[src/design/ath_pkg.sv]
package ath_pkg;

  // Request type codes as they arrive on the request channel.
  localparam logic REQ_RECORD  = 1'b0;
  localparam logic REQ_RELEASE = 1'b1;

  localparam int unsigned ADDR_W  = 64;
  localparam int unsigned SIZE_W  = 32;
  localparam int unsigned CNT32_W = 32;
  localparam int unsigned TOT_W   = 64;
  localparam int unsigned PROBE_W = 11;

  localparam logic [PROBE_W-1:0] PROBE_SAT = 11'd2047;

  typedef enum logic [2:0] {
    ST_IDLE,
    ST_CLEAR,
    ST_HASH,
    ST_PROBE_RD,
    ST_PROBE_CHK,
    ST_FINISH
  } state_e;

  typedef enum logic [1:0] {
    OP_NONE,
    OP_RECORD,
    OP_RELEASE
  } op_e;

  // Event handed from the sequencer to the statistics registers.
  typedef struct packed {
    logic               clear;
    logic               update;
    op_e                op;
    logic               hit;
    logic [SIZE_W-1:0]  size;
    logic [PROBE_W-1:0] probe;
  } stat_evt_t;

  typedef struct packed {
    logic [CNT32_W-1:0] live;
    logic [TOT_W-1:0]   alloc_total;
    logic [TOT_W-1:0]   free_total;
    logic [CNT32_W-1:0] miss;
    logic [PROBE_W-1:0] max_add;
  } stat_t;

endpackage

[src/design/ath_hash_step.sv]
// One step of the home-slot search. The value is shifted right until its two
// low bits are not both zero; whole runs of eight zero bits go in one step.
module ath_hash_step #(
  parameter int unsigned INDEX_BITS = 10
) (
  input  logic [ath_pkg::ADDR_W-1:0] v_i,
  output logic [ath_pkg::ADDR_W-1:0] v_o,
  output logic                       done_o,
  output logic [INDEX_BITS-1:0]      idx_o
);

  logic [3:0]                 tz;
  logic [2:0]                 sh;
  logic [ath_pkg::ADDR_W-1:0] shifted;

  always_comb begin
    tz = 4'd0;
    for (int i = 8; i >= 0; i--) begin
      if (v_i[i]) begin
        tz = 4'(i);
      end
    end
    sh      = (tz >= 4'd2) ? 3'(tz - 4'd1) : 3'd0;
    shifted = v_i >> sh;

    v_o    = v_i;
    done_o = 1'b1;
    idx_o  = '0;
    if (v_i != '0) begin
      if (v_i[8:0] == 9'd0) begin
        v_o    = v_i >> 8;
        done_o = 1'b0;
      end else begin
        idx_o = shifted[INDEX_BITS-1:0];
      end
    end
  end

endmodule

[config.mk]
export PLATFORM = sky130hd
export DESIGN_NAME = ath_hash_step
export DESIGN_NICKNAME = d
export VERILOG_FILES = /design/src/design/ath_pkg.sv /design/src/design/ath_hash_step.sv
export SDC_FILE = /design/constraint.sdc
export NUM_CORES = 1
export LEC_CHECK = 0
export ABC_AREA = 0
export BUFFER_PORTS_ARGS = -buffer_cell sky130_fd_sc_hd__buf_4
export CAP_MARGIN = 20
export CORE_AREA = 8 8 76 78
export DETAILED_ROUTE_END_ITERATION = 12
export DIE_AREA = 0 0 84 86
export GPL_ROUTABILITY_DRIVEN = 0
export MAX_ROUTING_LAYER = met4
export PLACE_DENSITY = 0.77
export RECOVER_POWER = 50
export SLEW_MARGIN = 40
export SYNTH_ARGS = -nofsm -noshare
export SYNTH_HDL_FRONTEND = slang
export SYNTH_SLANG_ARGS = --single-unit
[constraint.sdc]
create_clock -name vclk -period 4.34
set_input_delay 0.868 -clock vclk [all_inputs]
set_output_delay 0.868 -clock vclk [all_outputs]
set_load 0.02 [all_outputs]
# Word level (Yosys, flattened, before mapping)
# Index checks and enable logic that the tools add are counted.
# op_classes
addsub	1
magnitude_cmp	1
shift	1
muxes	16
n_reduce_logical	2
# op_table
op	n
$mux W64	2
$reduce_bool A64 Y1	1
$shr A64 B3 Y10	1
$mux W4	9
$mux W10	2
$logic_not A9 Y1	1
$ge A4 B2 Y1 const B	1
$mux W3	1
$sub A3 B1 Y3 const B	1
$mux W1	2
# totals
reg_bits	0
elab_cells	21

# Longest topological paths before layout
# Gate-level depths: netlist (run 1).
# logic_depth
depth_word	14
mapped_depth	15
mapped_depth_nobuf	11

# Least setup slack after synthesis (run 1)
# Ideal clock, no wire load.
# synth_path
path_type	input port to output port
from	in v_i[2] (netlist bit)
to	out idx_o[4]
arrival_time_ps	3529
required_time_ps	3472
path_slack_ps	-57
stages	14
path_cell_list	clkbuf_1 > nand2b_1 > a21oi_1 > nand2b_1 > inv_2 > buf_2 > ha_1 > buf_1 > nor4_1 > a2bb2oi_1 > and4b_1 > clkbuf_1 > a222oi_1 > o22ai_1
# synth_between
elab_chain_len	8
word_cells_on_any_way	11
classes_between	add/sub (1); order compare (1); shift (1); mux (6); reduce/logical (2)
# synth_lines
item	line_no	text
start: declaration	ath_hash_step.sv:6	input logic [ath_pkg::ADDR_W-1:0] v_i,
$mux W4 (3 in series)	ath_hash_step.sv:19	if (v_i[i]) begin
$ge A4 B2 Y1 / $sub A3 B1 Y3 (equally long branches)	ath_hash_step.sv:23	sh = (tz >= 4'd2) ? 3'(tz - 4'd1) : 3'd0;
$mux W3	ath_hash_step.sv:23	
$shr A64 B3 Y10	ath_hash_step.sv:24	shifted = v_i >> sh;
$mux W10	ath_hash_step.sv:30	if (v_i[8:0] == 9'd0) begin
$mux W10 *	ath_hash_step.sv:29	if (v_i != '0) begin
end: declaration	ath_hash_step.sv:9	output logic [INDEX_BITS-1:0] idx_o
# Mark *: on every way between the ends. The rest lies on a longest branch, timed or not.

# Final worst setup path (run 1)
# Ends and elaborated chain as after synthesis.

==> results.json, run 1 <==
{
  "dr.pass1.iters": 5,
  "area_growth_pct": 62.6,
  "die_area_um2": 7220,
  "io_buffers": 139,
  "fill_cells": 464,
  "syn_area_per_cell_um2": 7.46,
  "worstHoldPathType": "primary input to output port",
  "ys_warn_count": 0,
  "hold_violations": 0,
  "crit_arrival_ns": 3.34,
  "synth.distinct_cells": 44,
  "antenna_found_initial": 0,
  "worst_slew_pin_slew_ns": 0.798,
  "drc": 0,
  "fmax_mhz": 238,
  "syn_inst": 211,
  "grt_pass1_wl_mm": 12.4,
  "final-seq-area_um2": 0,
  "setup_viol": 0,
  "rsz0062_at_grt": "false",
  "drive_gt1_frac": 0.471,
  "ys_seq_area_frac": 0,
  "viasPerCell": 5.78,
  "place_hpwl_mm": 6.61,
  "drv_cap": 0,
  "status": "complete, no violations",
  "final_nets": 410,
  "post_drt_wl_per_cell_um": 20.0,
  "cp.required_ns": 3.47,
  "p_leak_nw": 1.12,
  "clkbuf_count": 0,
  "coreArea_um2": 4600,
  "first_global_vias": 2206,
  "gr-total-overflow": 0,
  "drt_iter0_drc": 225,
  "routed_wirelength_mm": 7.93,
  "nFlopsAndLatches": 0,
  "die_w_um": 84,
  "cp-end-kind": "output port",
  "critical_path.max_fanout": 9,
  "slew_viol_final": 0,
  "crit_type": "primary input to output port",
  "min_period_ns": 4.20,
  "vdd_drop_max_mv": 0.0801,
  "grt_max_degree": 53,
  "setup_ws_ns": 0.136,
  "netlist_area_um2": 1570,
  "postSynthNetCount": 277,
  "antenna_left": 0,
  "pre_cts_ws_ns": 0.119,
  "slew_headroom": 0.464,
  "powerDensity_nw_per_um2": 132,
  "start_kind": "primary input",
  "fin_crit_sh": 0.969,
  "grt_usage": 0.209,
  "num_rows": 25,
  "cts_hold_buf": 0,
  "diodes": 0,
  "fp.dieH_um": 86,
  "holdPathStages": 2,
  "initial_utilization": 0.342,
  "p_total_uw": 339,
  "num_vias": 2287,
  "ioPinCount": 139
}
layout make-up:
class / count / area (µm²) / area share
inverters: 9 / 33.8 / 0.0132
multi-input cells: 185 / 1460 / 0.569
well taps: 54 / 67.6 / 0.0264
repair buffers: 148 / 1000 / 0.392
report_power, final:
group          internal [mW]  switching [mW]
logic                  0.150           0.189
clock network              0               0
registers                  0               0
total                  0.150           0.189
metrics by stage:
step	hold slack, ns	util	cell area (µm²)	cells	setup TNS, ns
after floorplan	1.90	-	1580	211	-0.290
after global placement	2.03	0.577	2650	395	0
after detailed placement	2.03	0.577	2650	395	0
after CTS	2.03	0.577	2650	395	0
after global routing	2.08	0.556	2560	396	0
final	2.07	0.556	2560	396	0
logic make-up (layout without fill, tap and decap cells):
family / after synthesis / after routing / share of synthesized area
compound gates: 61 / 61 / 0.257
fa+ha+maj: 2 / 2 / 0.0159
buf+inv: 26 / 157 / 0.0914
mux: 56 / 56 / 0.399
simple gates: 66 / 66 / 0.237
cells in the final DEF, fill, tap and decap left out, types with 2 or more instances in the layout:
cell      Yosys  final
buf_4         1    113
mux2_2       32     32
clkbuf_1      6     29
mux2_1       22     22
nand2_1      17     17
nor4_1       16     16
o21ai_0      14     14
o22ai_1      14     13
nor2b_1       9      9
a21oi_1       9      8
inv_1         7      7
nor2_1        6      6
a21o_1        5      5
clkbuf_2      0      5
a222oi_1      4      4
nor3_1        3      3
nand4_1       3      3
and2_1        1      2
nand2b_1      3      2
inv_2         2      2
nand3_1       2      2
mux2i_1       2      2
o221ai_1      2      2
a22o_1        2      2
ha_1          2      2
what timing repair did:
item	in CTS	in global routing
setup buffers	0	1
endpoints found under the setup margin	0	10
resized for setup	0	6
synthesized netlist by cell type, drive strengths merged (2+ instances only):
library cell | instances | share of area
a21oi | 9 | 0.029
nand3 | 2 | 0.0064
a22o | 2 | 0.011
buf | 11 | 0.056
a21o | 5 | 0.024
nor2b | 9 | 0.036
nor4 | 17 | 0.077
inv | 9 | 0.021
and2 | 2 | 0.0080
mux2i | 2 | 0.013
a222oi | 4 | 0.025
mux2 | 54 | 0.39
nand2b | 3 | 0.012
ha | 2 | 0.016
o22ai | 14 | 0.056
nand2 | 17 | 0.041
o221ai | 2 | 0.011
nor2 | 6 | 0.014
clkbuf | 6 | 0.014
o21ai | 15 | 0.048
nor3 | 3 | 0.0095
nand4 | 3 | 0.012
path summary, 6_finish.rpt:
| kind | startpoint | to | slack, ns |
|---|---|---|---|
| worst max-delay path | v_i[2] | idx_o[4] | 0.14 |
| worst min-delay path | v_i[0] | v_o[0] | 2.07 |
routing by layer:
metal	global-route usage	wire length, µm
met5	-	0
met4	0.0345	157
met3	0.00853	287
met2	0.371	4160
met1	0.258	3330
worst max-delay path, stage by stage:
cell and delay (ns):
buf_4 0.15, nand2b_1 0.16, a21oi_2 0.18, nand2b_4 0.18, inv_2 0.04, ha_1 0.22, nor4_1 0.23, a2bb2oi_2 0.16
and4b_2 0.31, a222oi_1 0.48, o22ai_1 0.17, buf_4 0.18
Note: power is estimated with default switching activity, not from simulation.
==> inputs of run 2 (changes only) <==
CORE_AREA = 8 8 70 72   (was 8 8 76 78)
DIE_AREA = 0 0 78 80   (was 0 0 84 86)
PLACE_DENSITY = 0.86   (was 0.77)
SETUP_SLACK_MARGIN = 0.2   (was default)
clock period = 4.9 ns   (was 4.34 ns; I/O delays follow)
==> results.json, run 2 (same netlist as run 1, synthesis figures left out) <==
{
  "final_common_cell": "buf_4",
  "first_global_vias": 2317,
  "initial_utilization": 0.408,
  "vdd_drop_max_mv": 0.0579,
  "final_nets": 405,
  "io_buffers": 139,
  "clkbuf_count": 0,
  "die_w_um": 78,
  "worst_slew_pin_slew_ns": 1.19,
  "grt_usage": 0.248,
  "highest_layer": "met4",
  "p_leak_nw": 1.07,
  "holdWs_ns": 2.28,
  "crit_chain": "buf_4 > or4_1 > nor4_1 > clkbuf_1 > mux2_2 > clkbuf_1",
  "postCtsSetupRepairBufs": 0,
  "p_seq_frac": 0,
  "wl_met2_mm": 4.12,
  "cp.required_ns": 3.92,
  "place_hpwl_mm": 6.79,
  "intPower_uw": 127,
  "met3_length_um": 537,
  "holdPathStages": 2,
  "swShare": 0.567,
  "antenna_found_initial": 0,
  "num_rows": 23,
  "layout_common_cells": "109 x buf_4, 33 x clkbuf_1, 32 x mux2_2",
  "drv_cap": 0,
  "combPwrFrac": 1.000,
  "slew_viol_final": 0,
  "drt_iter0_drc": 191,
  "cp_top_family": "buffers and inverters",
  "fmax_mhz": 217,
  "cp.depth": 6,
  "critical_path.max_fanout": 25,
  "hold_violations": 0,
  "cp-end-kind": "output port",
  "cts_hold_buf": 0,
  "fin_crit_sh": 0.939,
  "viasPerCell": 5.99,
  "min_period_ns": 4.60,
  "grt_pass1_wl_mm": 12.5,
  "post_drt_wl_per_cell_um": 20.7,
  "crit_path_max_incr_delay_ns": 0.92,
  "drc": 0,
  "crit_buf_inv": 3,
  "status": "complete, no violations",
  "met1_length_mm": 3.09,
  "fp.dieH_um": 80,
  "crit_type": "primary input to output port",
  "worstHoldPathType": "primary input to output port",
  "area_growth_pct": 56.6,
  "drive_gt1_frac": 0.442,
  "dr.pass1.iters": 8,
  "p_sw_uw": 165,
  "final-seq-area_um2": 0,
  "cts_resized": 0,
  "slew_headroom": 0.209,
  "start_kind": "primary input",
  "rsz0062_at_grt": "false",
  "gr-total-overflow": 0,
  "setup_viol": 0,
  "crit_slowest_cell": "clkbuf_1",
  "path_common_cell": "clkbuf_1",
  "grt_max_degree": 40,
  "coreArea_um2": 3860,
  "num_vias": 2319,
  "die_area_um2": 6240,
  "powerDensity_nw_per_um2": 118,
  "routed_wirelength_mm": 7.99,
  "nFlopsAndLatches": 0,
  "ioPinCount": 139,
  "p_clk_frac": 0,
  "diodes": 0,
  "crit_arrival_ns": 3.62,
  "setup-tns-final_ns": 0,
  "antenna_left": 0
}
## run 2: cell types whose count changed in the layout (fill, tap and decap cells not counted), sizes merged
cell  previous run  this run
buf            114       109
## run 2: per-stage QoR
stage,utilization,setup WS (ns),instances,total power [mW],area [µm²]
after global placement,0.674,0.469,387,0.297,2600
after detailed placement,0.674,0.384,387,0.301,2600
final,0.639,0.299,387,0.292,2460
after CTS,0.674,0.401,387,0.302,2600
after floorplan,-,0.279,211,0.156,1570
after global routing,0.639,0.164,387,0.311,2460
## run 2: final timing paths
kind	start	end	slack [ns]
setup / recovery	v_i[6]	v_o[54]	0.30
hold / removal	v_i[0]	v_o[0]	2.28
## run 2: power groups by stage
stage / sequential (mW) / combinational (mW) / clock (mW)
floorplan: 0 / 0.156 / 0
global placement: 0 / 0.297 / 0
detailed placement: 0 / 0.301 / 0
CTS: 0 / 0.302 / 0
global route: 0 / 0.311 / 0
finish: 0 / 0.292 / 0
## run 2: metal layers
metal / track usage / up-vias
met5: - / -
met1: 0.287 / 1090
met2: 0.443 / 122
met4: 0.0630 / 0
li1: - / 1085
met3: 0.0293 / 22
## run 2: final cells by class
type	count	area, µm²
Timing Repair Buffer	143	947
Tap cell	50	62.6
Inverter	9	33.8
Multi-Input combinational cell	185	1420
Fill cell	374	1390
==> inputs of run 3 (changes only) <==
CORE_AREA = 8 8 72 74   (was 8 8 70 72)
DIE_AREA = 0 0 80 82   (was 0 0 78 80)
PLACE_DENSITY = 0.82   (was 0.86)
SLEW_MARGIN = default   (was 40)
clock period = 4.7 ns   (was 4.9 ns; I/O delays follow)
==> results.json, run 3 (same netlist as run 1, synthesis figures left out) <==
{
  "status": "complete, no violations",
  "multiInputGateArea_um2": 1470,
  "worstHoldPathType": "primary input to output port",
  "hold_end": "v_o[0]",
  "hold_violations": 0,
  "crit_path_max_incr_delay_ns": 0.46,
  "intPower_uw": 136,
  "cp_top_family": "compound AO/OA/AOI/OAI gates",
  "holdPathStages": 2,
  "fill_cells": 400,
  "combPwrFrac": 1.000,
  "hp-start": "v_i[0]",
  "slew_headroom": 0.326,
  "clkbuf_count": 0,
  "slew_viol_final": 0,
  "p_sw_uw": 175,
  "antenna_found_initial": 0,
  "coreArea_um2": 4140,
  "p_leak_nw": 1.09,
  "post_drt_wl_per_cell_um": 20.4,
  "ioPinCount": 139,
  "crit_chain": "buf_4 > nand2b_1 > a21oi_2 > nand2b_4 > inv_2 > ha_2 > nor4_2 > a2bb2oi_2 > and4b_2 > a222oi_1 > o22ai_1 > buf_4",
  "final_common_cell": "buf_4",
  "setup_ws_ns": 0.365,
  "path_common_cell": "buf_4",
  "num_vias": 2303,
  "crit_arrival_ns": 3.40,
  "pre_cts_ws_ns": 0.266,
  "rsz0062_at_grt": "false",
  "diodes": 0,
  "drive_gt1_frac": 0.456,
  "gr-total-overflow": 0,
  "final_nets": 408,
  "cp.depth": 12,
  "cp-end-kind": "output port",
  "powerDensity_nw_per_um2": 123,
  "crit_slowest_cell": "a222oi_1",
  "area_growth_pct": 60.7,
  "nFlopsAndLatches": 0,
  "grt_usage": 0.239,
  "drt_iter0_drc": 295,
  "drv_cap": 0,
  "crit_buf_inv": 3,
  "fin_crit_sh": 0.922,
  "fmax_mhz": 231,
  "cp.required_ns": 3.76,
  "critical_path.max_fanout": 9,
  "min_period_ns": 4.34,
  "num_rows": 24,
  "place_hpwl_mm": 6.54,
  "fp.dieH_um": 82,
  "setup_viol": 0,
  "final-seq-area_um2": 0,
  "vdd_drop_max_mv": 0.0667,
  "die_area_um2": 6560,
  "crit_type": "primary input to output port",
  "worst_slew_pin_slew_ns": 1.01,
  "viasPerCell": 5.88,
  "first_global_vias": 2294,
  "routed_wirelength_mm": 8.00,
  "io_buffers": 139,
  "p_seq_frac": 0,
  "antenna_left": 0,
  "drc": 0,
  "grt_pass1_wl_mm": 12.4,
  "layout_common_cells": "111 x buf_4, 35 x clkbuf_1, 32 x mux2_2",
  "initial_utilization": 0.380,
  "swShare": 0.563,
  "setup-tns-final_ns": 0,
  "dr.pass1.iters": 5,
  "start_kind": "primary input",
  "die_w_um": 80,
  "p_clk_frac": 0,
  "grt_max_degree": 45
}
run 3: changes by cell type in the layout (fill, tap and decap cells not counted), sizes merged:
cell and change:
buf +2, clkbuf +1, clkinv +1, inv -1
run 3: per-layer routing:
metal,track usage,part of all wire
met5,-,0
met3,0.0208,0.058
met2,0.425,0.52
met1,0.288,0.40
met4,0.0400,0.022
run 3: power by group through the flow:
stage	clock [mW]	combinational [mW]	sequential (mW)
after floorplan	0	0.163	0
after global placement	0	0.312	0
after detailed placement	0	0.315	0
after CTS	0	0.316	0
final	0	0.312	0
after global routing	0	0.332	0
run 3: worst max path at each step:
stage,slack (ns),start,end
after global placement,0.37,v_i[2],idx_o[4]
after global routing,0.18,v_i[2],idx_o[4]
after CTS,0.25,v_i[2],idx_o[4]
after detailed placement,0.27,v_i[2],idx_o[4]
final,0.36,v_i[2],idx_o[2]
after floorplan,0.16,v_i[2],idx_o[4]
run 3: through the flow:
stage           util  instances  cell area, µm²  hold WS, ns  power (mW)
2_1_floorplan      -        211            1580         2.05       0.163
3_3_place_gp   0.633        391            2620         2.18       0.312
3_5_place_dp   0.633        391            2620         2.18       0.315
4_1_cts        0.633        391            2620         2.18       0.316
5_1_grt        0.611        392            2530         2.22       0.332
6_report       0.611        392            2530         2.21       0.312
run 3: cell type report:
class | instances | area share
multi-input cells | 185 | 0.580
well taps | 52 | 0.0257
inverters | 9 | 0.0134
repair buffers | 146 | 0.381
run 3: timing repair:
action,4_1_cts,5_1_grt
endpoints found under the hold margin,0,0
setup buffers,0,1
setup endpoints to repair,0,10
gates resized for setup,0,9
hold buffers,0,0
